$ cat src/sv/basic_syntax_lexer_core_assert.svh
// Assertion macros shared by the lexer core.
`ifndef BASIC_SYNTAX_LEXER_CORE_ASSERT_SVH
`define BASIC_SYNTAX_LEXER_CORE_ASSERT_SVH

`ifndef NO_ASSERTIONS
// Property that must hold at every clock edge outside reset.
`define BSL_ASSERT(name, clk, rst_n, prop) \
  name: assert property (@(posedge clk) disable iff (!rst_n) (prop)) \
    else $error("bsl assertion failed");
// Condition that must never be true outside reset.
`define BSL_ASSERT_NEVER(name, clk, rst_n, cond) \
  name: assert property (@(posedge clk) disable iff (!rst_n) !(cond)) \
    else $error("bsl forbidden condition");
`else
`define BSL_ASSERT(name, clk, rst_n, prop)
`define BSL_ASSERT_NEVER(name, clk, rst_n, cond)
`endif

`endif

$ cat src/sv/bsl_pkg.sv
`timescale 1ns / 1ps
`default_nettype none

package bsl_pkg;

  typedef enum logic [1:0] {
    CMD_TEXT   = 2'd0,
    CMD_FLUSH  = 2'd1,
    CMD_KWRITE = 2'd2,
    CMD_NONE   = 2'd3
  } cmd_e;

  typedef enum logic [2:0] {
    MODE_IDLE,
    MODE_CR,
    MODE_BLANKS,
    MODE_COMMENT,
    MODE_STRING,
    MODE_PREPROC,
    MODE_WORD
  } mode_e;

  typedef enum logic [3:0] {
    KIND_NEWLINE  = 4'd0,
    KIND_BLANKS   = 4'd1,
    KIND_COMMENT  = 4'd2,
    KIND_STRING   = 4'd3,
    KIND_PREPROC  = 4'd4,
    KIND_OPERATOR = 4'd5,
    KIND_NUMBER   = 4'd6,
    KIND_KEYWORD0 = 4'd7,
    KIND_KEYWORD1 = 4'd8,
    KIND_KEYWORD2 = 4'd9,
    KIND_KEYWORD3 = 4'd10,
    KIND_IDENT    = 4'd11
  } kind_e;

  typedef enum logic {
    ENT_TOKENS,
    ENT_KWRITE
  } entry_e;

  typedef enum logic [2:0] {
    BK_CLEAR,
    BK_IDLE,
    BK_SCAN,
    BK_EMIT0,
    BK_EMIT1
  } back_state_e;

  // Control part of one queue entry: the tokens of one input, or a table write.
  typedef struct packed {
    entry_e     typ;
    logic       two;
    logic       lookup;
    kind_e      kind0;
    kind_e      kind1;
    logic [1:0] len1;
    logic [5:0] slot;
    logic [3:0] pos;
    logic [7:0] ch;
    logic [4:0] elen;
    logic [1:0] grp;
  } q_ctl_t;

  localparam int unsigned QUEUE_DEPTH = 2;

  localparam logic [7:0] CH_LF     = 8'h0A;
  localparam logic [7:0] CH_CR     = 8'h0D;
  localparam logic [7:0] CH_TAB    = 8'h09;
  localparam logic [7:0] CH_SPACE  = 8'h20;
  localparam logic [7:0] CH_APOS   = 8'h27;
  localparam logic [7:0] CH_QUOTE  = 8'h22;
  localparam logic [7:0] CH_HASH   = 8'h23;
  localparam logic [7:0] CH_AMP    = 8'h26;
  localparam logic [7:0] CH_DOLLAR = 8'h24;
  localparam logic [7:0] CH_UNDER  = 8'h5F;
  localparam logic [7:0] CH_H      = 8'h48;
  localparam logic [7:0] CH_O      = 8'h4F;
  localparam logic [7:0] CH_B      = 8'h42;
  localparam logic [7:0] CH_R      = 8'h52;
  localparam logic [7:0] CH_E      = 8'h45;
  localparam logic [7:0] CH_M      = 8'h4D;

  function automatic logic is_digit(input logic [7:0] c);
    return (c >= 8'h30) && (c <= 8'h39);
  endfunction

  function automatic logic is_lower(input logic [7:0] c);
    return (c >= 8'h61) && (c <= 8'h7A);
  endfunction

  function automatic logic is_upper(input logic [7:0] c);
    return (c >= 8'h41) && (c <= 8'h5A);
  endfunction

  function automatic logic [7:0] to_upper(input logic [7:0] c);
    return is_lower(c) ? (c - 8'h20) : c;
  endfunction

  function automatic logic is_word_char(input logic [7:0] c);
    return is_upper(c) || is_lower(c) || is_digit(c) ||
           (c == CH_UNDER) || (c == CH_DOLLAR) || (c == CH_AMP);
  endfunction

  function automatic logic is_op_char(input logic [7:0] c);
    logic r;
    r = 1'b0;
    case (c) inside
      8'h28, 8'h29, 8'h2C, 8'h2E, 8'h2F, 8'h3A, 8'h3B, 8'h3C, 8'h3D, 8'h3E,
      8'h3F, 8'h5C, 8'h5E, 8'h7B, 8'h7C, 8'h7D, 8'h7E, 8'h2B, 8'h2D, 8'h2A:
        r = 1'b1;
      default: r = 1'b0;
    endcase
    return r;
  endfunction

endpackage

`default_nettype wire

$ cat src/sv/bsl_queue.sv
`timescale 1ns / 1ps
`default_nettype none

module bsl_queue
  import bsl_pkg::*;
#(
  parameter int unsigned KEYWORD_MAX_LEN = 16,
  parameter int unsigned LENGTH_BITS     = 16
) (
  input  wire                             clk_i,
  input  wire                             rst_ni,
  input  wire                             push_i,
  input  q_ctl_t                          ctl_i,
  input  wire  [LENGTH_BITS-1:0]          len0_i,
  input  wire  [KEYWORD_MAX_LEN-1:0][7:0] word_i,
  input  wire                             pop_i,
  output logic                            full_o,
  output logic                            valid_o,
  output q_ctl_t                          ctl_o,
  output logic [LENGTH_BITS-1:0]          len0_o,
  output logic [KEYWORD_MAX_LEN-1:0][7:0] word_o
);

  localparam int unsigned AW = $clog2(QUEUE_DEPTH);
  localparam int unsigned CW = $clog2(QUEUE_DEPTH + 1);

  q_ctl_t                          ctl_q  [QUEUE_DEPTH];
  logic [LENGTH_BITS-1:0]          len0_q [QUEUE_DEPTH];
  logic [KEYWORD_MAX_LEN-1:0][7:0] word_q [QUEUE_DEPTH];
  logic [AW-1:0]                   wr_q, rd_q;
  logic [CW-1:0]                   cnt_q;

  assign full_o  = (cnt_q == CW'(QUEUE_DEPTH));
  assign valid_o = (cnt_q != '0);
  assign ctl_o   = ctl_q[rd_q];
  assign len0_o  = len0_q[rd_q];
  assign word_o  = word_q[rd_q];

  // Pointers and fill count.
  always_ff @(posedge clk_i or negedge rst_ni) begin
    if (!rst_ni) begin
      wr_q  <= '0;
      rd_q  <= '0;
      cnt_q <= '0;
    end else begin
      if (push_i) begin
        wr_q <= (wr_q == AW'(QUEUE_DEPTH - 1)) ? '0 : wr_q + 1'b1;
      end
      if (pop_i) begin
        rd_q <= (rd_q == AW'(QUEUE_DEPTH - 1)) ? '0 : rd_q + 1'b1;
      end
      if (push_i && !pop_i) begin
        cnt_q <= cnt_q + 1'b1;
      end else if (pop_i && !push_i) begin
        cnt_q <= cnt_q - 1'b1;
      end
    end
  end

  // Entry storage.
  always_ff @(posedge clk_i) begin
    if (push_i) begin
      ctl_q[wr_q]  <= ctl_i;
      len0_q[wr_q] <= len0_i;
      word_q[wr_q] <= word_i;
    end
  end

endmodule

`default_nettype wire

$ cat config.mk
export PLATFORM = sky130hd
export DESIGN_NAME = bsl_queue
export DESIGN_NICKNAME = d
export VERILOG_FILES = /design/src/sv/basic_syntax_lexer_core_assert.svh /design/src/sv/bsl_pkg.sv /design/src/sv/bsl_queue.sv
export SDC_FILE = /design/constraint.sdc
export NUM_CORES = 1
export LEC_CHECK = 0
export BUFFER_PORTS_ARGS = -buffer_cell sky130_fd_sc_hd__buf_2
export CAP_MARGIN = 0
export CORE_UTILIZATION = 58
export CTS_BUF_LIST = sky130_fd_sc_hd__clkbuf_8
export DETAILED_ROUTE_END_ITERATION = 8
export PLACE_DENSITY = 0.86
export SKIP_LAST_GASP = 1
export SYNTH_ARGS = -nofsm -noshare
export SYNTH_HDL_FRONTEND = slang
export SYNTH_SLANG_ARGS = --single-unit
$ cat constraint.sdc
create_clock -name clk_i -period 24.4 [get_ports clk_i]
set_input_delay 1.22 -clock clk_i [delete_from_list [all_inputs] [get_ports clk_i]]
set_output_delay 1.22 -clock clk_i [all_outputs]
set_load 0.02 [all_outputs]
==> results.py, run 1 <==
metrics = {
    "worst_setup_path": {
        "worst_r2r_path_depth": 2,
        "cpMaxStageDelayCell": "buf_4",
        "worst_ep_required_time_ps": 23180,
        "crit_buf_inv": 2,
        "worst_setup_sp_type": "flop",
        "crit_path_cell_trace": "buf_4 > mux2_2 > buf_2",
        "timing.critical_path.slowest_cell_delay_ps": 870,
        "critical_path_peak_fanout": 82,
        "kind_of_cell_adding_the_most_delay_to_the_critical_path": "buffers and inverters",
        "critPathKind": "flop to output port",
        "cp.arrival_ps": 2910,
        "crit_path_end_kind": "output port",
        "cp.depth": 3,
    },
    "timing": {
        "grt_setup_unrepaired": "false",
        "final-setup-viol-count": 0,
        "hold_violations": 0,
        "max_freq_ghz": 0.242,
        "finClkSkew_ps": 21.4,
        "setup-tns-final_ps": 0,
        "fin_crit_sh": 0.169,
        "timing.final.crit_period_ps": 4130,
        "final_max_slew_viol_count": 0,
        "max-slew-margin-rel": 0.272,
        "fin_ws_ps": 20270,
        "tightest_slew_ps": 1090,
    },
    "pwr": {
        "ir_drop_mv": 0.0947,
        "totalPowerFinal_mw": 1.94,
        "total_leakage_power_nw": 6.25,
        "power_density_nw_per_um2": 118,
    },
    "logic_synthesis": {
        "yosys-mux-area-fraction": 0.153,
        "synth.top_cells.by_count": "edfxtp_1, mux2_2, buf_6",
        "synth_top_area_cell": "edfxtp_1",
        "synth_fa_ha_area_frac": 0.000935,
        "seq_area_frac_synth": 0.824,
        "synth-simple-area-share": 0.00215,
        "synth.distinct_cells": 13,
        "mean_syn_cell_area_um2": 23.0,
        "postSynth.asyncResetShare": 0.0109,
        "synth.net_count": 769,
        "main_combinational_cell_family_by_area_after_synthesis": "multiplexers",
        "synth-compound-area-share": 0,
        "synth.ff_latch_count": 368,
        "syn-instance-count": 582,
        "yosysMostFrequentCell": "edfxtp_1",
        "yosys.area.top_type_share": 0.816,
        "synth_enable_flop_cells": 364,
        "synth-warning-count": 0,
        "post_synth_main_area_contributors": "edfxtp_1, mux2_2, buf_6, dfrtp_1, xor2_1",
        "netlist_area_um2": 13400,
        "synth-xor-area-share": 0.00327,
        "dominantRegCellSynth": "edfxtp_1",
    },
    "clock_network": {
        "numCtsBuffers": 55,
        "later_pin_clock_latency_in_the_skew_report_ps": 580,
        "numClockSinks": 368,
        "ctsResizeCount": 0,
        "ctsLongestPathBuffers": 3,
        "clock-root-buffer": "clkbuf_8",
        "clkSlewWorstSetupHoldPaths_ps": 60,
        "cts.htree.levels": 2,
        "ctsHoldBuffers": 0,
        "postCtsSetupBuffers": 0,
        "cts_tree": "yes",
    },
    "route": {
        "ant_nets": 0,
        "finalWirelength_mm": 26.8,
        "average_wire_per_cell_in_the_routed_design_um": 20.3,
        "detail_route.iter0.violations": 421,
        "dr_total_vias": 6971,
        "remaining_drc_errors": 0,
        "drt_pass1_iterations": 6,
        "routed_via_density": 5.27,
    },
    "die": {
        "die_area_um2": 23700,
        "fp.dieW_um": 154,
        "pin_count": 370,
        "core_region_area_um2": 22600,
        "chipHeight_um": 154,
        "row_count": 55,
        "start_util": 0.591,
    },
    "finish": {
        "drive_gt1_frac": 0.604,
        "areaGrowthSynthToFinish_pct": 22.3,
        "nets": 1181,
    },
    "placed_design": {
        "buffer_ports.inserted": 369,
        "hpwlAfterDp_mm": 17.3,
        "gpl.final_weighted_congestion": 0.742,
        "place_worst_setup_slack_ps": 20880,
    },
    "run": {
        "max-cap-violations": 0,
    },
    "global_route": {
        "grt_overflow": 0,
        "global_route_wire_length_before_repair_mm": 39.2,
        "antenna_violations_before_repair": 5,
        "first_global_vias": 7370,
        "global_route.usage.total": 0.221,
        "largest_net_degree_at_the_start_of_global_routing": 83,
    },
    "worst_hold_path": {
        "hold_class": "input pin to async pin",
    },
    "status": {
        "outcome": "finished clean",
    },
}
-- stage by stage --
stage	util	hold slack, ps	std cells	cell area, µm²
floorplan	-	447	582	13400
global placement	0.682	487	1222	15400
detailed placement	0.682	485	1222	15400
CTS	0.723	409	1320	16400
global route	0.723	417	1323	16400
finish	0.723	444	1323	16400
-- final cells by class --
type,instances,area (µm²)
diodes,3,7.51
clock buffers,55,757
clock inverters,43,184
fillers,1361,6260
inverters,1,3.75
multi-input cells,193,2140
flip-flops and latches,368,11000
well taps,285,357
repair buffers,375,1890
-- layer usage --
| metal | routed length [µm] | GRT usage |
|---|---|---|
| met1 | 9390 | 0.233 |
| met2 | 14100 | 0.397 |
| met3 | 2470 | 0.0809 |
| met4 | 825 | 0.0910 |
| met5 | 27 | 0 |
-- path summary, 6_finish.rpt --
| check | slack [ps] | start | end |
|---|---|---|---|
| max reg2reg | 21890 | wr_q | word_q[0][28] |
| max in group asynchronous | 23810 | rst_ni | rd_q |
| min in group clk_i | 520 | cnt_q[1] | cnt_q[1] |
| min | 440 | rst_ni | cnt_q[1] |
| min reg2reg | 520 | cnt_q[1] | cnt_q[1] |
| max | 20270 | rd_q | word_o[87] |
-- power breakdown --
part	internal [mW]	switching [mW]
combinational	0.240	0.386
clock	0.210	0.217
sequential	0.841	0.0413
total	1.29	0.645
-- logic make-up after synthesis --
logic type / after synthesis
fa+ha+maj: 1
buf+inv: 21
mux: 182
flops: 368
simple gates: 5
xor+xnor: 5
-- layout by cell type, fill, tap and decap left out, drive strengths merged --
cell type  count
edfxtp       364
nor2           1
diode          3
mux2         182
clkinv        21
inv           20
or2            1
clkinvlp       3
ha             1
xnor2          1
xor2           4
dfrtp          4
clkbuf        55
nor2b          2
buf          375
and2           1
-- registers in the layout, indices dropped and copies added, names as in the netlist --
name,flops
word_q,256
ctl_q,76
len0_q,32
cnt_q,2
rd_q,1
wr_q,1
Power figures use the tool's default switching activity.
==> run 2: changes to the inputs <==
--- a/config.mk
+++ b/config.mk
@@ -7,10 +7,10 @@
 export LEC_CHECK = 0
 export BUFFER_PORTS_ARGS = -buffer_cell sky130_fd_sc_hd__buf_2
 export CAP_MARGIN = 0
-export CORE_UTILIZATION = 58
+export CORE_UTILIZATION = 49
 export CTS_BUF_LIST = sky130_fd_sc_hd__clkbuf_8
 export DETAILED_ROUTE_END_ITERATION = 8
-export PLACE_DENSITY = 0.86
+export PLACE_DENSITY = 0.78
 export SKIP_LAST_GASP = 1
 export SYNTH_ARGS = -nofsm -noshare
 export SYNTH_HDL_FRONTEND = slang
==> constraint.sdc (replaced) <==
create_clock -name clk_i -period 3.3 [get_ports clk_i]
set_input_delay 0.165 -clock clk_i [delete_from_list [all_inputs] [get_ports clk_i]]
set_output_delay 0.165 -clock clk_i [all_outputs]
set_load 0.02 [all_outputs]
==> run 2 against run 1 <==
Against the previous run:
- wire length increased by 19%
- clock skew decreased by 1.3 ps
- flip-flop and latch count unchanged
- design area increased by 13%
- critical path depth unchanged
- critical path type unchanged
- largest power group unchanged
==> results.py, run 2 (synthesis results as in run 1) <==
metrics = {
    "finish": {
        "drive_gt1_frac": 0.516,
        "areaGrowthSynthToFinish_pct": 38.8,
        "layout_top_registers": "word_q: 256 flops, ctl_q: 76 flops, len0_q: 32 flops",
        "finish.utilization": 0.691,
        "nets": 1381,
        "largest_register": "word_q",
        "fillerInstances": 1657,
        "layout_commonest_cell": "buf_2",
        "largest_register_ff_count": 256,
        "mostFrequentLayoutCells": "buf_2, edfxtp_1, dlygate4sd3_1, mux2_2, clkbuf_8",
        "cell_area_after_layout_um2": 18600,
        "layoutNonFillerInstCount": 1582,
    },
    "die": {
        "pin_count": 370,
        "core_region_area_um2": 26900,
        "start_util": 0.498,
        "chipHeight_um": 167,
        "die_area_um2": 28000,
        "row_count": 60,
        "fp.dieW_um": 167,
    },
    "placed_design": {
        "buffer_ports.inserted": 369,
        "hpwlAfterDp_mm": 17.4,
        "place_worst_setup_slack_ps": 1260,
        "dpl-instance-area_um2": 15700,
        "gpl.final_weighted_congestion": 0.781,
        "dp_cells": 1290,
    },
    "clock_network": {
        "clock-root-buffer": "clkbuf_8",
        "cts_tree": "yes",
        "postCtsSetupBuffers": 0,
        "numCtsBuffers": 57,
        "numClockSinks": 368,
        "later_pin_clock_latency_in_the_skew_report_ps": 580,
        "cts.htree.levels": 2,
        "clkSlewWorstSetupHoldPaths_ps": 70,
        "ctsLongestPathBuffers": 3,
    },
    "timing": {
        "timing.final.crit_period_ps": 2630,
        "max_freq_ghz": 0.380,
        "finClkSkew_ps": 20.1,
        "setup-tns-final_ps": 0,
        "final-setup-viol-count": 0,
        "hold-worst-slack_ps": 308,
        "max-slew-margin-rel": 0.392,
        "final_max_slew_viol_count": 0,
        "fin_ws_ps": 667,
        "hold_violations": 0,
        "fin_crit_sh": 0.798,
        "tightest_slew_ps": 911,
        "grt_setup_unrepaired": "false",
    },
    "worst_setup_path": {
        "timing.critical_path.slowest_cell_delay_ps": 900,
        "crit_buf_inv": 2,
        "rr_startpoint": "wr_q",
        "worst_ep_required_time_ps": 3130,
        "cpMaxStageDelayCell": "dfrtp_4",
        "worst_setup_sp_type": "flop",
        "critical_path_peak_fanout": 50,
        "crit_path_cell_trace": "buf_4 > mux2_2 > buf_2",
        "cp.arrival_ps": 2470,
        "crit_path_end_kind": "output port",
        "worst_r2r_path_depth": 2,
        "worstReg2RegEnd": "word_q[0][82]",
        "ff2ff_setup_slack_ps": 1430,
        "kind_of_cell_adding_the_most_delay_to_the_critical_path": "flip-flops",
        "critPathKind": "flop to output port",
        "cp.depth": 3,
    },
    "worst_hold_path": {
        "hold_class": "input pin to flop",
        "min_from": "len0_i[8]",
        "hold_path_depth": 2,
        "holdPathEnd": "len0_q[0][8]",
    },
    "route": {
        "finalWirelength_mm": 32.1,
        "detail_route.iter0.violations": 494,
        "remaining_drc_errors": 0,
        "dr_total_vias": 7968,
        "average_wire_per_cell_in_the_routed_design_um": 20.3,
        "ant_nets": 0,
        "routed_via_density": 5.04,
        "drt_pass1_iterations": 5,
    },
    "pwr": {
        "total_leakage_power_nw": 7.18,
        "ir_drop_mv": 0.625,
        "totalPowerFinal_mw": 15.1,
        "power_density_nw_per_um2": 813,
    },
    "global_route": {
        "first_global_vias": 8743,
        "globalRouteMet2Util": 0.395,
        "grt-busiest-layer": "met2",
        "antenna_violations_before_repair": 3,
        "grt_overflow": 0,
        "globalRouteMet3Util": 0.0664,
        "global_route.usage.total": 0.223,
        "grt.met1_usage": 0.250,
        "global_route_wire_length_before_repair_mm": 47.6,
        "largest_net_degree_at_the_start_of_global_routing": 52,
    },
    "run": {
        "max-cap-violations": 0,
    },
    "status": {
        "outcome": "finished clean",
    },
}
-- run 2: worst max path at each step --
stage	slack (ps)	endpoint	from
floorplan	-250	ctl_q[0][0]	wr_q
global placement	1260	ctl_o[6]	rd_q
detailed placement	1260	word_o[102]	rd_q
CTS	640	word_o[5]	rd_q
global route	550	word_o[23]	rd_q
finish	670	word_o[23]	rd_q
-- run 2: cell type report --
cell class	instances	area, µm²	share of cell area
clock inverter	45	233	0.0125
antenna	3	7.51	0.000404
inverter	1	3.75	0.000202
sequential	368	11000	0.594
multi-input combinational	193	2140	0.115
clock buffer	58	798	0.0430
timing repair buffer	573	3930	0.212
tap	341	427	0.0230
-- run 2: what timing repair did --
action | in CTS | in global routing
hold buffers | 186 | 0
resized for setup | 0 | 0
hold endpoints to repair | 371 | 0
-- run 2: worst register-to-register path, stage by stage, from the launching register on --
cell and delay [ps]:
dfrtp_1 430, nor2b_4 740, buf_4 380
-- run 2: power breakdown --
part | switching, mW | internal (mW)
logic | 2.98 | 2.05
clock network | 1.71 | 1.78
registers | 0.364 | 6.20
-- run 2: routing by layer --
layer  vias to the layer above  share of wire
li1                       3578              -
met1                      3898           0.36
met2                       396           0.52
met3                        96          0.078
met4                         0          0.038
met5                         -              0
==> run 3: changes to the inputs <==
==> constraint.sdc (replaced) <==
create_clock -name clk_i -period 2.4 [get_ports clk_i]
set_input_delay 0.12 -clock clk_i [delete_from_list [all_inputs] [get_ports clk_i]]
set_output_delay 0.12 -clock clk_i [all_outputs]
set_load 0.02 [all_outputs]
==> run 3 against run 2 <==
Against the previous run:
- via count fell by 0.49%
- clock power rose by 34%
- first-iteration DRC count rose by 20%
- largest cell class unchanged
- power rose by 37%
- register-to-register slack got worse by 640 ps
==> results.py, run 3 (synthesis results as in run 1) <==
metrics = {
    "global_route": {
        "first_global_vias": 8818,
        "largest_net_degree_at_the_start_of_global_routing": 119,
        "global_route.usage.total": 0.226,
        "antenna_violations_before_repair": 1,
        "global_route_wire_length_before_repair_mm": 47.9,
        "grt_overflow": 0,
    },
    "timing": {
        "tightest_slew_ps": 716,
        "hold_violations": 0,
        "hold-worst-slack_ps": 267,
        "finClkSkew_ps": 14.8,
        "fin_crit_sh": 0.920,
        "max-slew-margin-rel": 0.523,
        "max_freq_ghz": 0.453,
        "setup-tns-final_ps": 0,
        "timing.final.crit_period_ps": 2210,
        "grt_setup_unrepaired": "false",
        "fin_ws_ps": 193,
        "final_max_slew_viol_count": 0,
        "final-setup-viol-count": 0,
    },
    "worst_setup_path": {
        "worst_r2r_path_depth": 2,
        "worst_setup_sp_type": "flop",
        "critPathKind": "flop to output port",
        "cp.arrival_ps": 2090,
        "crit_start": "rd_q",
        "worst_ep_required_time_ps": 2280,
        "crit_path_end_kind": "output port",
        "worstReg2RegEnd": "word_q[1][67]",
        "ff2ff_setup_slack_ps": 790,
        "critical_path_peak_fanout": 18,
        "critPathCapture": "len0_o[13]",
        "rr_startpoint": "wr_q",
    },
    "route": {
        "detail_route.iter0.violations": 592,
        "drt_pass1_iterations": 5,
        "routed_via_density": 5.03,
        "remaining_drc_errors": 0,
        "average_wire_per_cell_in_the_routed_design_um": 20.3,
        "finalWirelength_mm": 32.0,
        "dr_total_vias": 7929,
        "ant_nets": 0,
    },
    "finish": {
        "nets": 1379,
        "layout_commonest_cell": "buf_2",
        "layoutNonFillerInstCount": 1576,
        "largest_register_ff_count": 256,
        "largest_register": "word_q",
        "drive_gt1_frac": 0.517,
        "areaGrowthSynthToFinish_pct": 38.9,
        "layout_top_registers": "word_q: 256 flops, ctl_q: 76 flops, len0_q: 32 flops",
        "fillerInstances": 1651,
        "mostFrequentLayoutCells": "buf_2, edfxtp_1, dlygate4sd3_1, mux2_2, clkbuf_8",
    },
    "run": {
        "max-cap-violations": 0,
    },
    "clock_network": {
        "postCtsSetupBuffers": 0,
        "numClockSinks": 368,
        "clock-root-buffer": "clkbuf_8",
        "cts_tree": "yes",
        "cts.htree.levels": 2,
        "clkSlewWorstSetupHoldPaths_ps": 60,
        "numCtsBuffers": 56,
        "ctsLongestPathBuffers": 3,
        "later_pin_clock_latency_in_the_skew_report_ps": 580,
    },
    "die": {
        "start_util": 0.498,
        "die_area_um2": 28000,
        "fp.dieW_um": 167,
        "core_region_area_um2": 26900,
        "chipHeight_um": 167,
        "row_count": 60,
        "pin_count": 370,
    },
    "placed_design": {
        "hpwlAfterDp_mm": 17.7,
        "place_worst_setup_slack_ps": 770,
        "gpl.final_weighted_congestion": 0.792,
        "buffer_ports.inserted": 369,
        "dp_cells": 1289,
    },
    "pwr": {
        "power_density_nw_per_um2": 1110,
        "ir_drop_mv": 0.773,
        "total_leakage_power_nw": 7.16,
        "totalPowerFinal_mw": 20.7,
    },
    "worst_hold_path": {
        "hold_class": "input pin to flop",
    },
    "status": {
        "outcome": "finished clean",
    },
}
-- run 3: cell types whose count changed in the layout (fill, tap and decap cells not counted) --
cell       delta
buf_4         -6
inv_1         -6
buf_12        +5
clkinv_1      +3
diode_2       -2
bufinv_16     -1
clkinv_4      +1
-- run 3: repair_timing --
| action | in CTS | in global routing |
|---|---|---|
| hold endpoints to repair | 371 | 0 |
| hold buffers | 186 | 0 |
| setup endpoints to repair | 0 | 0 |
| gates resized for setup | 0 | 0 |
-- run 3: layer usage --
metal,vias to the layer above,global-route usage,share of wire
met4,0,0.0997,0.035
li1,3556,-,-
met5,-,0,0
met1,3894,0.242,0.35
met3,77,0.0688,0.085
met2,402,0.409,0.53
-- run 3: worst min path at each step --
stage | startpoint | to | slack, ps | depth (start not counted)
6_report | word_i[11] | word_q[0][11] | 270 | 2
5_1_grt | word_i[22] | word_q[0][22] | 230 | 2
4_1_cts | word_i[102] | word_q[0][102] | 230 | 2
3_5_place_dp | rst_ni | cnt_q[0] | -70 | 1
3_3_place_gp | rst_ni | cnt_q[1] | -70 | 1
2_1_floorplan | rst_ni | cnt_q[0] | -180 | 0
-- run 3: per-stage QoR --
step	cell area, µm²	utilization
after floorplan	13400	-
after global placement	15700	0.585
after detailed placement	15700	0.585
after CTS	18600	0.692
after global routing	18600	0.692
final	18600	0.692
-- run 3: worst max-delay path, cell delays in order (launching register included) --
cell     delay (ps)
dfrtp_4         620
buf_4           320
mux2_2          400
buf_2           170
-- run 3: report_power, final --
group          internal, mW  switching (mW)  total (mW)
Clock                  2.34            2.35        4.69
Sequential             8.53           0.378        8.90
Combinational          2.89            4.24        7.12
-- run 3: cell type report --
type	count	area, µm²	area share
sequential	368	11000	0.593
timing repair buffer	572	3990	0.214
multi-input combinational	193	2140	0.115
clock buffer	58	798	0.0429
tap	341	427	0.0229
clock inverter	42	200	0.0108
inverter	1	3.75	0.000202
antenna	1	2.50	0.000135
