## src/sv/basic_syntax_lexer_core_assert.svh

```systemverilog
// Assertion macros shared by the lexer core.
`ifndef BASIC_SYNTAX_LEXER_CORE_ASSERT_SVH
`define BASIC_SYNTAX_LEXER_CORE_ASSERT_SVH

`ifndef NO_ASSERTIONS
// Property that must hold at every clock edge outside reset.
`define BSL_ASSERT(name, clk, rst_n, prop) \
  name: assert property (@(posedge clk) disable iff (!rst_n) (prop)) \
    else $error("bsl assertion failed");
// Condition that must never be true outside reset.
`define BSL_ASSERT_NEVER(name, clk, rst_n, cond) \
  name: assert property (@(posedge clk) disable iff (!rst_n) !(cond)) \
    else $error("bsl forbidden condition");
`else
`define BSL_ASSERT(name, clk, rst_n, prop)
`define BSL_ASSERT_NEVER(name, clk, rst_n, cond)
`endif

`endif

```

## src/sv/bsl_pkg.sv

```systemverilog
`timescale 1ns / 1ps
`default_nettype none

package bsl_pkg;

  typedef enum logic [1:0] {
    CMD_TEXT   = 2'd0,
    CMD_FLUSH  = 2'd1,
    CMD_KWRITE = 2'd2,
    CMD_NONE   = 2'd3
  } cmd_e;

  typedef enum logic [2:0] {
    MODE_IDLE,
    MODE_CR,
    MODE_BLANKS,
    MODE_COMMENT,
    MODE_STRING,
    MODE_PREPROC,
    MODE_WORD
  } mode_e;

  typedef enum logic [3:0] {
    KIND_NEWLINE  = 4'd0,
    KIND_BLANKS   = 4'd1,
    KIND_COMMENT  = 4'd2,
    KIND_STRING   = 4'd3,
    KIND_PREPROC  = 4'd4,
    KIND_OPERATOR = 4'd5,
    KIND_NUMBER   = 4'd6,
    KIND_KEYWORD0 = 4'd7,
    KIND_KEYWORD1 = 4'd8,
    KIND_KEYWORD2 = 4'd9,
    KIND_KEYWORD3 = 4'd10,
    KIND_IDENT    = 4'd11
  } kind_e;

  typedef enum logic {
    ENT_TOKENS,
    ENT_KWRITE
  } entry_e;

  typedef enum logic [2:0] {
    BK_CLEAR,
    BK_IDLE,
    BK_SCAN,
    BK_EMIT0,
    BK_EMIT1
  } back_state_e;

  // Control part of one queue entry: the tokens of one input, or a table write.
  typedef struct packed {
    entry_e     typ;
    logic       two;
    logic       lookup;
    kind_e      kind0;
    kind_e      kind1;
    logic [1:0] len1;
    logic [5:0] slot;
    logic [3:0] pos;
    logic [7:0] ch;
    logic [4:0] elen;
    logic [1:0] grp;
  } q_ctl_t;

  localparam int unsigned QUEUE_DEPTH = 2;

  localparam logic [7:0] CH_LF     = 8'h0A;
  localparam logic [7:0] CH_CR     = 8'h0D;
  localparam logic [7:0] CH_TAB    = 8'h09;
  localparam logic [7:0] CH_SPACE  = 8'h20;
  localparam logic [7:0] CH_APOS   = 8'h27;
  localparam logic [7:0] CH_QUOTE  = 8'h22;
  localparam logic [7:0] CH_HASH   = 8'h23;
  localparam logic [7:0] CH_AMP    = 8'h26;
  localparam logic [7:0] CH_DOLLAR = 8'h24;
  localparam logic [7:0] CH_UNDER  = 8'h5F;
  localparam logic [7:0] CH_H      = 8'h48;
  localparam logic [7:0] CH_O      = 8'h4F;
  localparam logic [7:0] CH_B      = 8'h42;
  localparam logic [7:0] CH_R      = 8'h52;
  localparam logic [7:0] CH_E      = 8'h45;
  localparam logic [7:0] CH_M      = 8'h4D;

  function automatic logic is_digit(input logic [7:0] c);
    return (c >= 8'h30) && (c <= 8'h39);
  endfunction

  function automatic logic is_lower(input logic [7:0] c);
    return (c >= 8'h61) && (c <= 8'h7A);
  endfunction

  function automatic logic is_upper(input logic [7:0] c);
    return (c >= 8'h41) && (c <= 8'h5A);
  endfunction

  function automatic logic [7:0] to_upper(input logic [7:0] c);
    return is_lower(c) ? (c - 8'h20) : c;
  endfunction

  function automatic logic is_word_char(input logic [7:0] c);
    return is_upper(c) || is_lower(c) || is_digit(c) ||
           (c == CH_UNDER) || (c == CH_DOLLAR) || (c == CH_AMP);
  endfunction

  function automatic logic is_op_char(input logic [7:0] c);
    logic r;
    r = 1'b0;
    case (c) inside
      8'h28, 8'h29, 8'h2C, 8'h2E, 8'h2F, 8'h3A, 8'h3B, 8'h3C, 8'h3D, 8'h3E,
      8'h3F, 8'h5C, 8'h5E, 8'h7B, 8'h7C, 8'h7D, 8'h7E, 8'h2B, 8'h2D, 8'h2A:
        r = 1'b1;
      default: r = 1'b0;
    endcase
    return r;
  endfunction

endpackage

`default_nettype wire

```

## src/sv/bsl_in_if.sv

```systemverilog
`timescale 1ns / 1ps
`default_nettype none

// Input channel: one command per transfer.
interface bsl_in_if;
  logic       valid;
  logic       ready;
  logic [1:0] cmd;
  logic [7:0] text_char;
  logic [5:0] entry_slot;
  logic [3:0] char_pos;
  logic [4:0] entry_len;
  logic [1:0] entry_group;

  modport source (output valid, cmd, text_char, entry_slot, char_pos, entry_len,
                  entry_group, input ready);
  modport sink (input valid, cmd, text_char, entry_slot, char_pos, entry_len,
                entry_group, output ready);
endinterface

`default_nettype wire

```

## src/sv/bsl_front.sv

```systemverilog
`timescale 1ns / 1ps
`default_nettype none

module bsl_front
  import bsl_pkg::*;
#(
  parameter int unsigned KEYWORD_MAX_LEN = 16,
  parameter int unsigned LENGTH_BITS     = 16
) (
  input  wire                             clk_i,
  input  wire                             rst_ni,
  bsl_in_if.sink                          text_i,
  input  wire                             q_full_i,
  input  wire                             busy_i,
  output logic                            q_push_o,
  output q_ctl_t                          q_ctl_o,
  output logic [LENGTH_BITS-1:0]          q_len0_o,
  output logic [KEYWORD_MAX_LEN-1:0][7:0] q_word_o
);

  localparam int unsigned PW = $clog2(KEYWORD_MAX_LEN);
  localparam logic [LENGTH_BITS-1:0] LEN_MAX = {LENGTH_BITS{1'b1}};
  localparam logic [LENGTH_BITS-1:0] MAXLEN_L = LENGTH_BITS'(KEYWORD_MAX_LEN);

  mode_e                            mode_q, mode_d;
  logic                             ls_q, ls_d;
  logic                             ovl_q, ovl_d;
  logic [LENGTH_BITS-1:0]           cnt_q, cnt_d, cnt_inc;
  logic [KEYWORD_MAX_LEN-1:0][7:0]  buf_q;
  logic                             wb_we;
  logic [PW-1:0]                    wb_idx;
  logic                             acc;
  logic [7:0]                       c, uc;
  logic                             eol, blank;
  // Start of a new token.
  logic                             st_go, st_em, st_word, st_cnt1, st_ls;
  mode_e                            st_mode;
  kind_e                            st_kind;
  // Token that the current byte ends.
  logic                             fst_em, fst_lookup;
  kind_e                            fst_kind;
  logic [LENGTH_BITS-1:0]           fst_len;
  logic                             is_rem, is_num;
  kind_e                            word_kind;
  logic                             word_lookup;

  assign text_i.ready = !q_full_i && !busy_i;
  assign acc = text_i.valid && text_i.ready;
  assign c = text_i.text_char;
  assign uc = to_upper(c);
  assign eol = (c == CH_LF) || (c == CH_CR);
  assign blank = (c == CH_SPACE) || (c == CH_TAB);
  assign cnt_inc = (cnt_q == LEN_MAX) ? cnt_q : cnt_q + 1'b1;

  // Classification of the word held in the buffer.
  always_comb begin
    is_rem = !ovl_q && (cnt_q == LENGTH_BITS'(3)) && (buf_q[0] == CH_R) &&
             (buf_q[1] == CH_E) && (buf_q[2] == CH_M);
    is_num = is_digit(buf_q[0]) ||
             ((cnt_q >= LENGTH_BITS'(2)) && (buf_q[0] == CH_AMP) &&
              ((buf_q[1] == CH_H) || (buf_q[1] == CH_O) || (buf_q[1] == CH_B)));
    word_kind = is_num ? KIND_NUMBER : KIND_IDENT;
    word_lookup = !is_num && !ovl_q;
  end

  // What a byte does when it opens a token.
  always_comb begin
    st_mode = MODE_IDLE;
    st_em   = 1'b0;
    st_kind = KIND_IDENT;
    st_word = 1'b0;
    st_cnt1 = 1'b1;
    st_ls   = 1'b0;
    if (c == CH_LF) begin
      st_ls = 1'b1;
      st_em = 1'b1;
      st_kind = KIND_NEWLINE;
      st_cnt1 = 1'b0;
    end else if (c == CH_CR) begin
      st_ls = 1'b1;
      st_mode = MODE_CR;
    end else if (blank) begin
      st_ls = ls_q;
      st_mode = MODE_BLANKS;
    end else if (c == CH_APOS) begin
      st_mode = MODE_COMMENT;
    end else if (c == CH_QUOTE) begin
      st_mode = MODE_STRING;
    end else if ((c == CH_HASH) && ls_q) begin
      st_mode = MODE_PREPROC;
    end else if (is_op_char(c)) begin
      st_em = 1'b1;
      st_kind = KIND_OPERATOR;
      st_cnt1 = 1'b0;
    end else if (is_word_char(c)) begin
      st_mode = MODE_WORD;
      st_word = 1'b1;
    end else begin
      st_em = 1'b1;
      st_kind = KIND_IDENT;
      st_cnt1 = 1'b0;
    end
  end

  // Lexer state machine: next state and the tokens of this transfer.
  always_comb begin
    mode_d     = mode_q;
    cnt_d      = cnt_q;
    ls_d       = ls_q;
    ovl_d      = ovl_q;
    wb_we      = 1'b0;
    wb_idx     = cnt_q[PW-1:0];
    st_go      = 1'b0;
    fst_em     = 1'b0;
    fst_kind   = KIND_IDENT;
    fst_len    = cnt_q;
    fst_lookup = 1'b0;
    if (text_i.cmd == CMD_TEXT) begin
      unique case (mode_q)
        MODE_CR: begin
          fst_em = 1'b1;
          fst_kind = KIND_NEWLINE;
          if (c == CH_LF) begin
            fst_len = LENGTH_BITS'(2);
            mode_d = MODE_IDLE;
            cnt_d = '0;
          end else begin
            fst_len = LENGTH_BITS'(1);
            st_go = 1'b1;
          end
        end
        MODE_BLANKS: begin
          if (blank) begin
            cnt_d = cnt_inc;
          end else begin
            fst_em = 1'b1;
            fst_kind = KIND_BLANKS;
            st_go = 1'b1;
          end
        end
        MODE_COMMENT, MODE_PREPROC: begin
          if (eol) begin
            fst_em = 1'b1;
            fst_kind = (mode_q == MODE_COMMENT) ? KIND_COMMENT : KIND_PREPROC;
            st_go = 1'b1;
          end else begin
            cnt_d = cnt_inc;
          end
        end
        MODE_STRING: begin
          if (c == CH_QUOTE) begin
            fst_em = 1'b1;
            fst_kind = KIND_STRING;
            fst_len = cnt_inc;
            mode_d = MODE_IDLE;
            cnt_d = '0;
          end else if (eol) begin
            fst_em = 1'b1;
            fst_kind = KIND_STRING;
            st_go = 1'b1;
          end else begin
            cnt_d = cnt_inc;
          end
        end
        MODE_WORD: begin
          if (is_word_char(c)) begin
            if (cnt_q < MAXLEN_L) begin
              wb_we = 1'b1;
            end else begin
              ovl_d = 1'b1;
            end
            cnt_d = cnt_inc;
          end else if (is_rem) begin
            mode_d = MODE_COMMENT;
            if (eol) begin
              fst_em = 1'b1;
              fst_kind = KIND_COMMENT;
              st_go = 1'b1;
            end else begin
              cnt_d = cnt_inc;
            end
          end else begin
            fst_em = 1'b1;
            fst_kind = word_kind;
            fst_lookup = word_lookup;
            st_go = 1'b1;
          end
        end
        default: st_go = 1'b1;
      endcase
      if (st_go) begin
        mode_d = st_mode;
        cnt_d = st_cnt1 ? LENGTH_BITS'(1) : '0;
        ls_d = st_ls;
        if (st_word) begin
          wb_we = 1'b1;
          wb_idx = '0;
          ovl_d = 1'b0;
        end
      end
    end else if (text_i.cmd == CMD_FLUSH) begin
      unique case (mode_q)
        MODE_CR: begin
          fst_em = 1'b1;
          fst_kind = KIND_NEWLINE;
          fst_len = LENGTH_BITS'(1);
        end
        MODE_BLANKS: begin
          fst_em = 1'b1;
          fst_kind = KIND_BLANKS;
        end
        MODE_COMMENT: begin
          fst_em = 1'b1;
          fst_kind = KIND_COMMENT;
        end
        MODE_STRING: begin
          fst_em = 1'b1;
          fst_kind = KIND_STRING;
        end
        MODE_PREPROC: begin
          fst_em = 1'b1;
          fst_kind = KIND_PREPROC;
        end
        MODE_WORD: begin
          fst_em = 1'b1;
          fst_kind = is_rem ? KIND_COMMENT : word_kind;
          fst_lookup = !is_rem && word_lookup;
        end
        default: fst_em = 1'b0;
      endcase
      mode_d = MODE_IDLE;
      ls_d = 1'b1;
      cnt_d = '0;
      ovl_d = 1'b0;
    end
  end

  // Queue entry for this transfer.
  always_comb begin
    q_ctl_o.typ    = (text_i.cmd == CMD_KWRITE) ? ENT_KWRITE : ENT_TOKENS;
    q_ctl_o.two    = fst_em && st_go && st_em;
    q_ctl_o.lookup = fst_em && fst_lookup;
    q_ctl_o.kind0  = fst_em ? fst_kind : st_kind;
    q_ctl_o.kind1  = st_kind;
    q_ctl_o.len1   = 2'd1;
    q_ctl_o.slot   = text_i.entry_slot;
    q_ctl_o.pos    = text_i.char_pos;
    q_ctl_o.ch     = text_i.text_char;
    q_ctl_o.elen   = text_i.entry_len;
    q_ctl_o.grp    = text_i.entry_group;
    q_len0_o       = fst_em ? fst_len : LENGTH_BITS'(1);
    q_word_o       = buf_q;
    q_push_o       = acc && ((text_i.cmd == CMD_KWRITE) || fst_em || (st_go && st_em));
  end

  // Lexer state registers.
  always_ff @(posedge clk_i or negedge rst_ni) begin
    if (!rst_ni) begin
      mode_q <= MODE_IDLE;
      ls_q   <= 1'b1;
      ovl_q  <= 1'b0;
      cnt_q  <= '0;
    end else if (acc) begin
      mode_q <= mode_d;
      ls_q   <= ls_d;
      ovl_q  <= ovl_d;
      cnt_q  <= cnt_d;
    end
  end

  // Word buffer, upper-cased.
  always_ff @(posedge clk_i) begin
    if (acc && wb_we) begin
      buf_q[wb_idx] <= uc;
    end
  end

endmodule

`default_nettype wire

```

## src/flat_wrapper.sv

```systemverilog
// flat-port wrapper written by rule: the top's interface ports become plain ports
module bsl_front_flat import bsl_pkg::*;
#(
  parameter int unsigned KEYWORD_MAX_LEN = 16,
  parameter int unsigned LENGTH_BITS     = 16
)
  (clk_i, rst_ni, q_full_i, busy_i, q_push_o, q_ctl_o, q_len0_o, q_word_o, text_i_valid, text_i_cmd, text_i_text_char, text_i_entry_slot, text_i_char_pos, text_i_entry_len, text_i_entry_group, text_i_ready);
  bsl_in_if text_i_i ();
  input  wire clk_i;
  input  wire rst_ni;
  input  wire q_full_i;
  input  wire busy_i;
  output logic q_push_o;
  output q_ctl_t q_ctl_o;
  output logic [LENGTH_BITS-1:0] q_len0_o;
  output logic [KEYWORD_MAX_LEN-1:0][7:0] q_word_o;
  input wire logic [$bits(text_i_i.valid)-1:0] text_i_valid;
  input wire logic [$bits(text_i_i.cmd)-1:0] text_i_cmd;
  input wire logic [$bits(text_i_i.text_char)-1:0] text_i_text_char;
  input wire logic [$bits(text_i_i.entry_slot)-1:0] text_i_entry_slot;
  input wire logic [$bits(text_i_i.char_pos)-1:0] text_i_char_pos;
  input wire logic [$bits(text_i_i.entry_len)-1:0] text_i_entry_len;
  input wire logic [$bits(text_i_i.entry_group)-1:0] text_i_entry_group;
  output wire logic [$bits(text_i_i.ready)-1:0] text_i_ready;
  assign text_i_i.valid = text_i_valid;
  assign text_i_i.cmd = text_i_cmd;
  assign text_i_i.text_char = text_i_text_char;
  assign text_i_i.entry_slot = text_i_entry_slot;
  assign text_i_i.char_pos = text_i_char_pos;
  assign text_i_i.entry_len = text_i_entry_len;
  assign text_i_i.entry_group = text_i_entry_group;
  assign text_i_ready = text_i_i.ready;
  bsl_front #(.KEYWORD_MAX_LEN(KEYWORD_MAX_LEN), .LENGTH_BITS(LENGTH_BITS)) u_core (.clk_i(clk_i), .rst_ni(rst_ni), .text_i(text_i_i), .q_full_i(q_full_i), .busy_i(busy_i), .q_push_o(q_push_o), .q_ctl_o(q_ctl_o), .q_len0_o(q_len0_o), .q_word_o(q_word_o));
endmodule
```

## config.mk

```make
export PLATFORM = sky130hd
export DESIGN_NAME = bsl_front_flat
export DESIGN_NICKNAME = d
export VERILOG_FILES = /design/src/sv/basic_syntax_lexer_core_assert.svh /design/src/sv/bsl_pkg.sv /design/src/sv/bsl_in_if.sv /design/src/sv/bsl_front.sv /design/src/flat_wrapper.sv
export SDC_FILE = /design/constraint.sdc
export NUM_CORES = 1
export LEC_CHECK = 0
export BUFFER_PORTS_ARGS = -buffer_cell sky130_fd_sc_hd__buf_2
export CORE_UTILIZATION = 56
export DETAILED_ROUTE_END_ITERATION = 8
export PLACE_DENSITY = 0.85
export SYNTH_ARGS = -nofsm -noshare
export SYNTH_HDL_FRONTEND = slang
export SYNTH_SLANG_ARGS = --single-unit
```

## constraint.sdc

```tcl
create_clock -name clk_i -period 5.9 [get_ports clk_i]
set_input_delay 0.59 -clock clk_i [delete_from_list [all_inputs] [get_ports clk_i]]
set_output_delay 0.59 -clock clk_i [all_outputs]
set_load 0.005 [all_outputs]
```

==> impl_metrics.json, run 1 <==
{
  "rows": 40,
  "ctsResizeCount": 0,
  "hold_violations": 0,
  "wirelength_um": 20230,
  "synthTopCellsByArea": "edfxtp_1 (55%), dfrtp_1 (7.1%), nor2_1 (3.4%), buf_4 (3.2%), a21oi_1 (2.6%)",
  "syn_area_sq_mm": 0.007022,
  "rsz0062_at_grt": "false",
  "dp_cells": 885,
  "overflow": 0,
  "ys_ff_latch": 149,
  "area_growth_pct": 19.46,
  "vias": 5810,
  "final_cells": 916,
  "power_switching_mw": 0.5392,
  "mostFrequentLayoutCells": "buf_2 (179), edfxtp_1 (128), nor2_1 (63)",
  "comb_power_share": 0.052,
  "cp_slowest_cell": "nor4bb_1",
  "leakage_nw": 3.122,
  "io_pins": 216,
  "grt_pass1_wl_um": 30620,
  "drtAntennaViolNets": 0,
  "synth-edff-count": 128,
  "gp_congestion": 0.9229,
  "relSlewSlack": 0.1565,
  "p_seq_frac": 0.495,
  "regArea_sq_mm": 0.004370,
  "status": "finished, final reports clean",
  "grt_max_degree": 35,
  "antenna_found_initial": 0,
  "finalSetupViolations": 0,
  "syn-num-nets": 631,
  "cts_max_level": 4,
  "fin_ws_ns": 1.493,
  "synth_top_area_cell": "edfxtp_1",
  "min_period_ns": 4.407,
  "seq_area_frac_synth": 0.6224,
  "cts-root-buf": "clkbuf_16",
  "drtPass1Iterations": 6,
  "cts_buffer_depth": 2,
  "report.final.slew_viol_count": 0,
  "path_class": "input port to output port",
  "fmax_mhz": 226.9,
  "cts_buffers": 17,
  "synth_compound_area_frac": 0.1205,
  "crit_chain": "buf_2, nor4bb_1, nand3_1, or2_2, a21oi_1, o21ai_0, a21oi_1, nor2_1, buf_2",
  "worstPathArrival_ns": 3.82,
  "ir_worst_vdd_v": 0.0001676,
  "cp_data_required_time_ns": 5.31,
  "drive_gt1_frac": 0.3195,
  "clock_power_share": 0.453,
  "fin_tns_setup_ns": 0,
  "fin_area_sq_mm": 0.008388,
  "critical_path.max_stage_delay_ns": 1.11,
  "synth_fa_ha_area_frac": 0.007128,
  "drv_cap": 0,
  "grt_pass1_vias": 5443,
  "finClkSkew_ns": 0.01591,
  "drc_errors": 0,
  "core_sq_mm": 0.01211,
  "muxShareOfSynthArea": 0.01069,
  "nNetsFinal": 772,
  "cp-end-kind": "output port",
  "syn_avg_cell_area_sq_um": 11.80,
  "synth_xor_area_frac": 0.006237,
  "fin_crit_sh": 0.7470,
  "multi_input_area_sq_mm": 0.002246,
  "dpl_cell_area_sq_mm": 0.007809,
  "track_usage": 0.3142,
  "synth.top_cell.area_share": 0.5474,
  "dp_hpwl_um": 13020,
  "yosys_warnings": 0,
  "numClockSinks": 149,
  "avgRoutedWirePerCell_um": 22.08,
  "die-area_sq_mm": 0.01299,
  "io_buffers": 179,
  "fillers": 871,
  "total_power_mw": 2.358,
  "mostFrequentLayoutCell": "buf_2",
  "syn_inst": 595,
  "async_flop_share": 0.1409,
  "clk_pin_slew_worst_paths_ns": 0.07,
  "hold_buffers": 0,
  "synth-simple-area-share": 0.1736,
  "die_w_um": 114.0,
  "hp-class": "input port to async pin",
  "swShare": 0.2287,
  "cts_tree": "built",
  "powerDensity_mw_per_mm2": 281.1,
  "viasPerCell": 6.343,
  "postCtsSetupRepairBufs": 0,
  "synth_top_flop_cell": "edfxtp_1",
  "critPathMaxFanout": 29,
  "antenna_cells": 0,
  "synth_top_family_by_area": "simple AND/OR/NAND/NOR gates",
  "dp_worst_setup_slack_ns": 1.646,
  "p_int_mw": 1.819,
  "floorplan.initialDensity": 0.5798,
  "floorplan.die.height_um": 114.0,
  "worstMarginPinSlew_ns": 1.248,
  "synthDistinctLibCells": 77,
  "critPathLaunchType": "input port",
  "clkLatencyLatePin_ns": 0.43,
  "dr.first_iter.drc_count": 592
}
==> final timing paths <==
| kind | startpoint | end | slack [ns] | cells past startpoint |
|---|---|---|---|---|
| min in group clk_i | u_core.ls_q$_DFFE_PN1P_ | u_core.ls_q$_DFFE_PN1P_ | 0.54 | 2 |
| worst max-delay path | text_i_text_char[1] | q_len0_o[7] | 1.49 | 9 |
| max in group asynchronous | rst_ni | u_core.ls_q$_DFFE_PN1P_ | 5.40 | 1 |
| worst min-delay path | rst_ni | u_core.cnt_q[6]$_DFFE_PN0P_ | 0.13 | 1 |
| worst min register to register | u_core.ls_q$_DFFE_PN1P_ | u_core.ls_q$_DFFE_PN1P_ | 0.54 | 2 |
| worst max register to register | u_core.mode_q[2]$_DFFE_PN0P_ | u_core.q_word_o[29]$_DFFE_PP_ | 2.56 | 5 |
==> worst max-delay path: cells and delay by family <==
kind                   cells  cell delay (ns)
AOI/OAI and AO/OA          3             0.65
and+or+nand+nor            4             2.02
buffers and inverters      2             0.55
==> Yosys cell counts (all sizes together) (6+ instances only) <==
master,number
a31oi,14
nand4,13
dfrtp,20
nor3,15
nand2b,9
nor4,8
inv,11
or2,6
clkbuf,23
nand2,37
nand3,32
nor2,63
edfxtp,128
and3,9
a21oi,37
nor3b,6
o21ai,22
buf,40
==> power groups by stage <==
stage	Sequential [mW]	Combinational [mW]	Clock (mW)
finish	1.17	0.124	1.07
floorplan	1.18	0.0937	0
CTS	1.17	0.121	1.07
global route	1.17	0.134	1.11
detailed placement	1.19	0.118	0
global placement	1.19	0.115	0
==> per-layer routing <==
layer  part of all wire  global-route usage  wire length, um
met5                  0                   0                0
met3               0.11             0.07651             2242
met2               0.49              0.5156             9866
met1               0.37              0.3981             7496
met4              0.031              0.1377              622
==> registers in the layout (all words and copies together) (netlist names) <==
name / count
u_core.ls_q: 1
u_core.mode_q: 3
u_core.cnt_q: 16
u_core.ovl_q: 1
u_core.q_word_o: 128
==> logic make-up after synthesis <==
kind of cell | Yosys count
multiplexers | 7
flip-flops | 149
other | 2
XOR/XNOR | 5
AND/OR/NAND/NOR | 230
buffers and inverters | 74
adder cells (fa/ha/maj) | 4
AO/OA/AOI/OAI | 124
==> area by class of cell <==
cell class | count | share of cell area
Inverter | 11 | 0.004922
Clock buffer | 18 | 0.05116
Clock inverter | 13 | 0.01790
Tap cell | 168 | 0.02506
Sequential cell | 149 | 0.5210
Multi-Input combinational cell | 372 | 0.2678
Timing Repair Buffer | 185 | 0.1122
==> metrics by stage <==
step | hold slack, ns | utilization
CTS | 0.1304 | 0.6926
detailed placement | 0.5254 | 0.6447
global route | 0.1573 | 0.6926
finish | 0.1263 | 0.6926
floorplan | 0.2944 | -
global placement | 0.5100 | 0.6447
(Power assumes the default switching activity.)
==> run 2, diff against run 1 <==
Settings changed: CORE_UTILIZATION 56 to 52, PLACE_DENSITY 0.85 to 0.8.
Clock period 5.9 ns to 4.1 ns, I/O delays scaled along.
==> run 2 against run 1 <==
Clock skew shrank 0.0059 ns. Cell count grew 2.9%. Design area grew 1.8%. Sequential power grew 43%. Hold slack gained 0.25 ns. Clock-buffer cell count shrank 1. Critical path depth shrank 1. Utilization shrank 4.5 points. Critical endpoint is now q_ctl_o[34].
==> impl_metrics.json, run 2 (same netlist as run 1, synthesis figures left out) <==
{
  "status": "finished, final reports clean",
  "cp-end-kind": "output port",
  "cts_buffers": 17,
  "nNetsFinal": 790,
  "fin_area_sq_mm": 0.008541,
  "fin_tns_setup_ns": 0,
  "avgRoutedWirePerCell_um": 20.39,
  "min_period_ns": 3.904,
  "die-area_sq_mm": 0.01397,
  "critPathLaunchType": "register",
  "viasPerCell": 6.002,
  "antenna_cells": 0,
  "core_sq_mm": 0.01319,
  "finalSetupViolations": 0,
  "fmax_mhz": 256.1,
  "cts_buffer_depth": 2,
  "hp-class": "input port to register",
  "floorplan.die.height_um": 118.2,
  "io_pins": 216,
  "area_growth_pct": 21.63,
  "cp_slowest_cell": "o21ai_1",
  "drive_gt1_frac": 0.3390,
  "grt_max_degree": 30,
  "cts_tree": "built",
  "dpl_cell_area_sq_mm": 0.007950,
  "hold_violations": 0,
  "critPathMaxFanout": 11,
  "cp_common_cell": "nor4_1",
  "vias": 5660,
  "mostFrequentLayoutCell": "buf_2",
  "powerDensity_mw_per_mm2": 395.6,
  "floorplan.initialDensity": 0.5323,
  "drv_cap": 0,
  "clk_pin_slew_worst_paths_ns": 0.06,
  "dr.first_iter.drc_count": 638,
  "overflow": 0,
  "largest_reg_flops": 128,
  "numClockSinks": 149,
  "cts_max_level": 4,
  "path_class": "register to output port",
  "mostFrequentLayoutCells": "buf_2 (179), edfxtp_1 (128), nor2_1 (63)",
  "drtAntennaViolNets": 0,
  "relSlewSlack": 0.3709,
  "rows": 42,
  "gp_congestion": 0.9324,
  "final_cells": 943,
  "antenna_found_initial": 0,
  "drtPass1Iterations": 6,
  "grt_pass1_vias": 5133,
  "dp_cells": 910,
  "track_usage": 0.2749,
  "cp_data_required_time_ns": 3.69,
  "wirelength_um": 19230,
  "rsz0062_at_grt": "false",
  "grt_pass1_wl_um": 28900,
  "leakage_nw": 3.210,
  "drc_errors": 0,
  "report.final.slew_viol_count": 0,
  "worstMarginPinSlew_ns": 0.9402,
  "finClkSkew_ns": 0.009975,
  "ir_worst_vdd_v": 0.0003065,
  "io_buffers": 179,
  "dp_hpwl_um": 13180,
  "fin_crit_sh": 0.9523,
  "clkLatencyLatePin_ns": 0.43,
  "total_power_mw": 3.379,
  "worstPathArrival_ns": 3.49,
  "critical_path.max_stage_delay_ns": 0.51,
  "die_w_um": 118.2,
  "crit_chain": "nor4_1, nand4_1, nor4_1, nand3b_1, a21oi_1, o21ai_1, mux2_2, buf_2",
  "cts-root-buf": "clkbuf_16"
}
run 2: worst max-delay path: cells and delay by family (launching register included):
kind	cells	cell delay (ns)
mux	1	0.41
compound gates	2	0.60
flops	1	0.50
simple gates	4	1.43
buf+inv	1	0.13
run 2: per-stage QoR:
step / utilization / hold slack [ns] / setup WS [ns]
after floorplan: - / 0.1144 / 0.9651
after global placement: 0.6027 / 0.3994 / 0.5975
after CTS: 0.6475 / 0.3526 / 0.2639
final: 0.6475 / 0.3721 / 0.1955
after global routing: 0.6475 / 0.3634 / 0.08106
after detailed placement: 0.6027 / 0.4091 / 0.5544
run 2: worst paths after layout:
kind | depth (start not counted) | from | slack, ns | endpoint
min | 1 | text_i_text_char[3] | 0.37 | u_core.q_word_o[19]$_DFFE_PP_
min reg2reg | 2 | u_core.ls_q$_DFFE_PN1P_ | 0.53 | u_core.ls_q$_DFFE_PN1P_
max in group asynchronous | 2 | rst_ni | 3.25 | u_core.ls_q$_DFFE_PN1P_
max | 8 | u_core.cnt_q[8]$_DFFE_PN0P_ | 0.20 | q_ctl_o[34]
min in group asynchronous | 2 | rst_ni | 0.48 | u_core.cnt_q[7]$_DFFE_PN0P_
max reg2reg | 8 | u_core.cnt_q[8]$_DFFE_PN0P_ | 0.97 | u_core.q_word_o[6]$_DFFE_PP_
run 2: metal layers:
layer  wire length, um  global-route usage  up-vias
met2              9289              0.4585      377
met1              7982              0.3649     2699
met5                 0                   0        -
met3              1677             0.05598       34
li1                  -                   -     2550
met4               282             0.07853        0
run 2: area by class of cell:
class                           count  area (sq um)
Timing Repair Buffer              203          1079
Inverter                           11         41.29
Clock buffer                       17         425.4
Clock inverter                     15         155.1
Sequential cell                   149          4370
Multi-Input combinational cell    372          2250
Tap cell                          176         220.2
Fill cell                         986          4649
run 2: what timing repair did:
action / in CTS / in global routing
hold buffers: 1 / 0
hold endpoints to repair: 20 / 0
buffers inserted: 0 / 0
gates resized for setup: 0 / 0
run 2: power breakdown:
part	internal [mW]	switching [mW]	leakage, nW
clock network	0.812	0.706	0.276
logic	0.0642	0.128	1.50
registers	1.66	0.0134	1.44
total	2.53	0.847	3.21
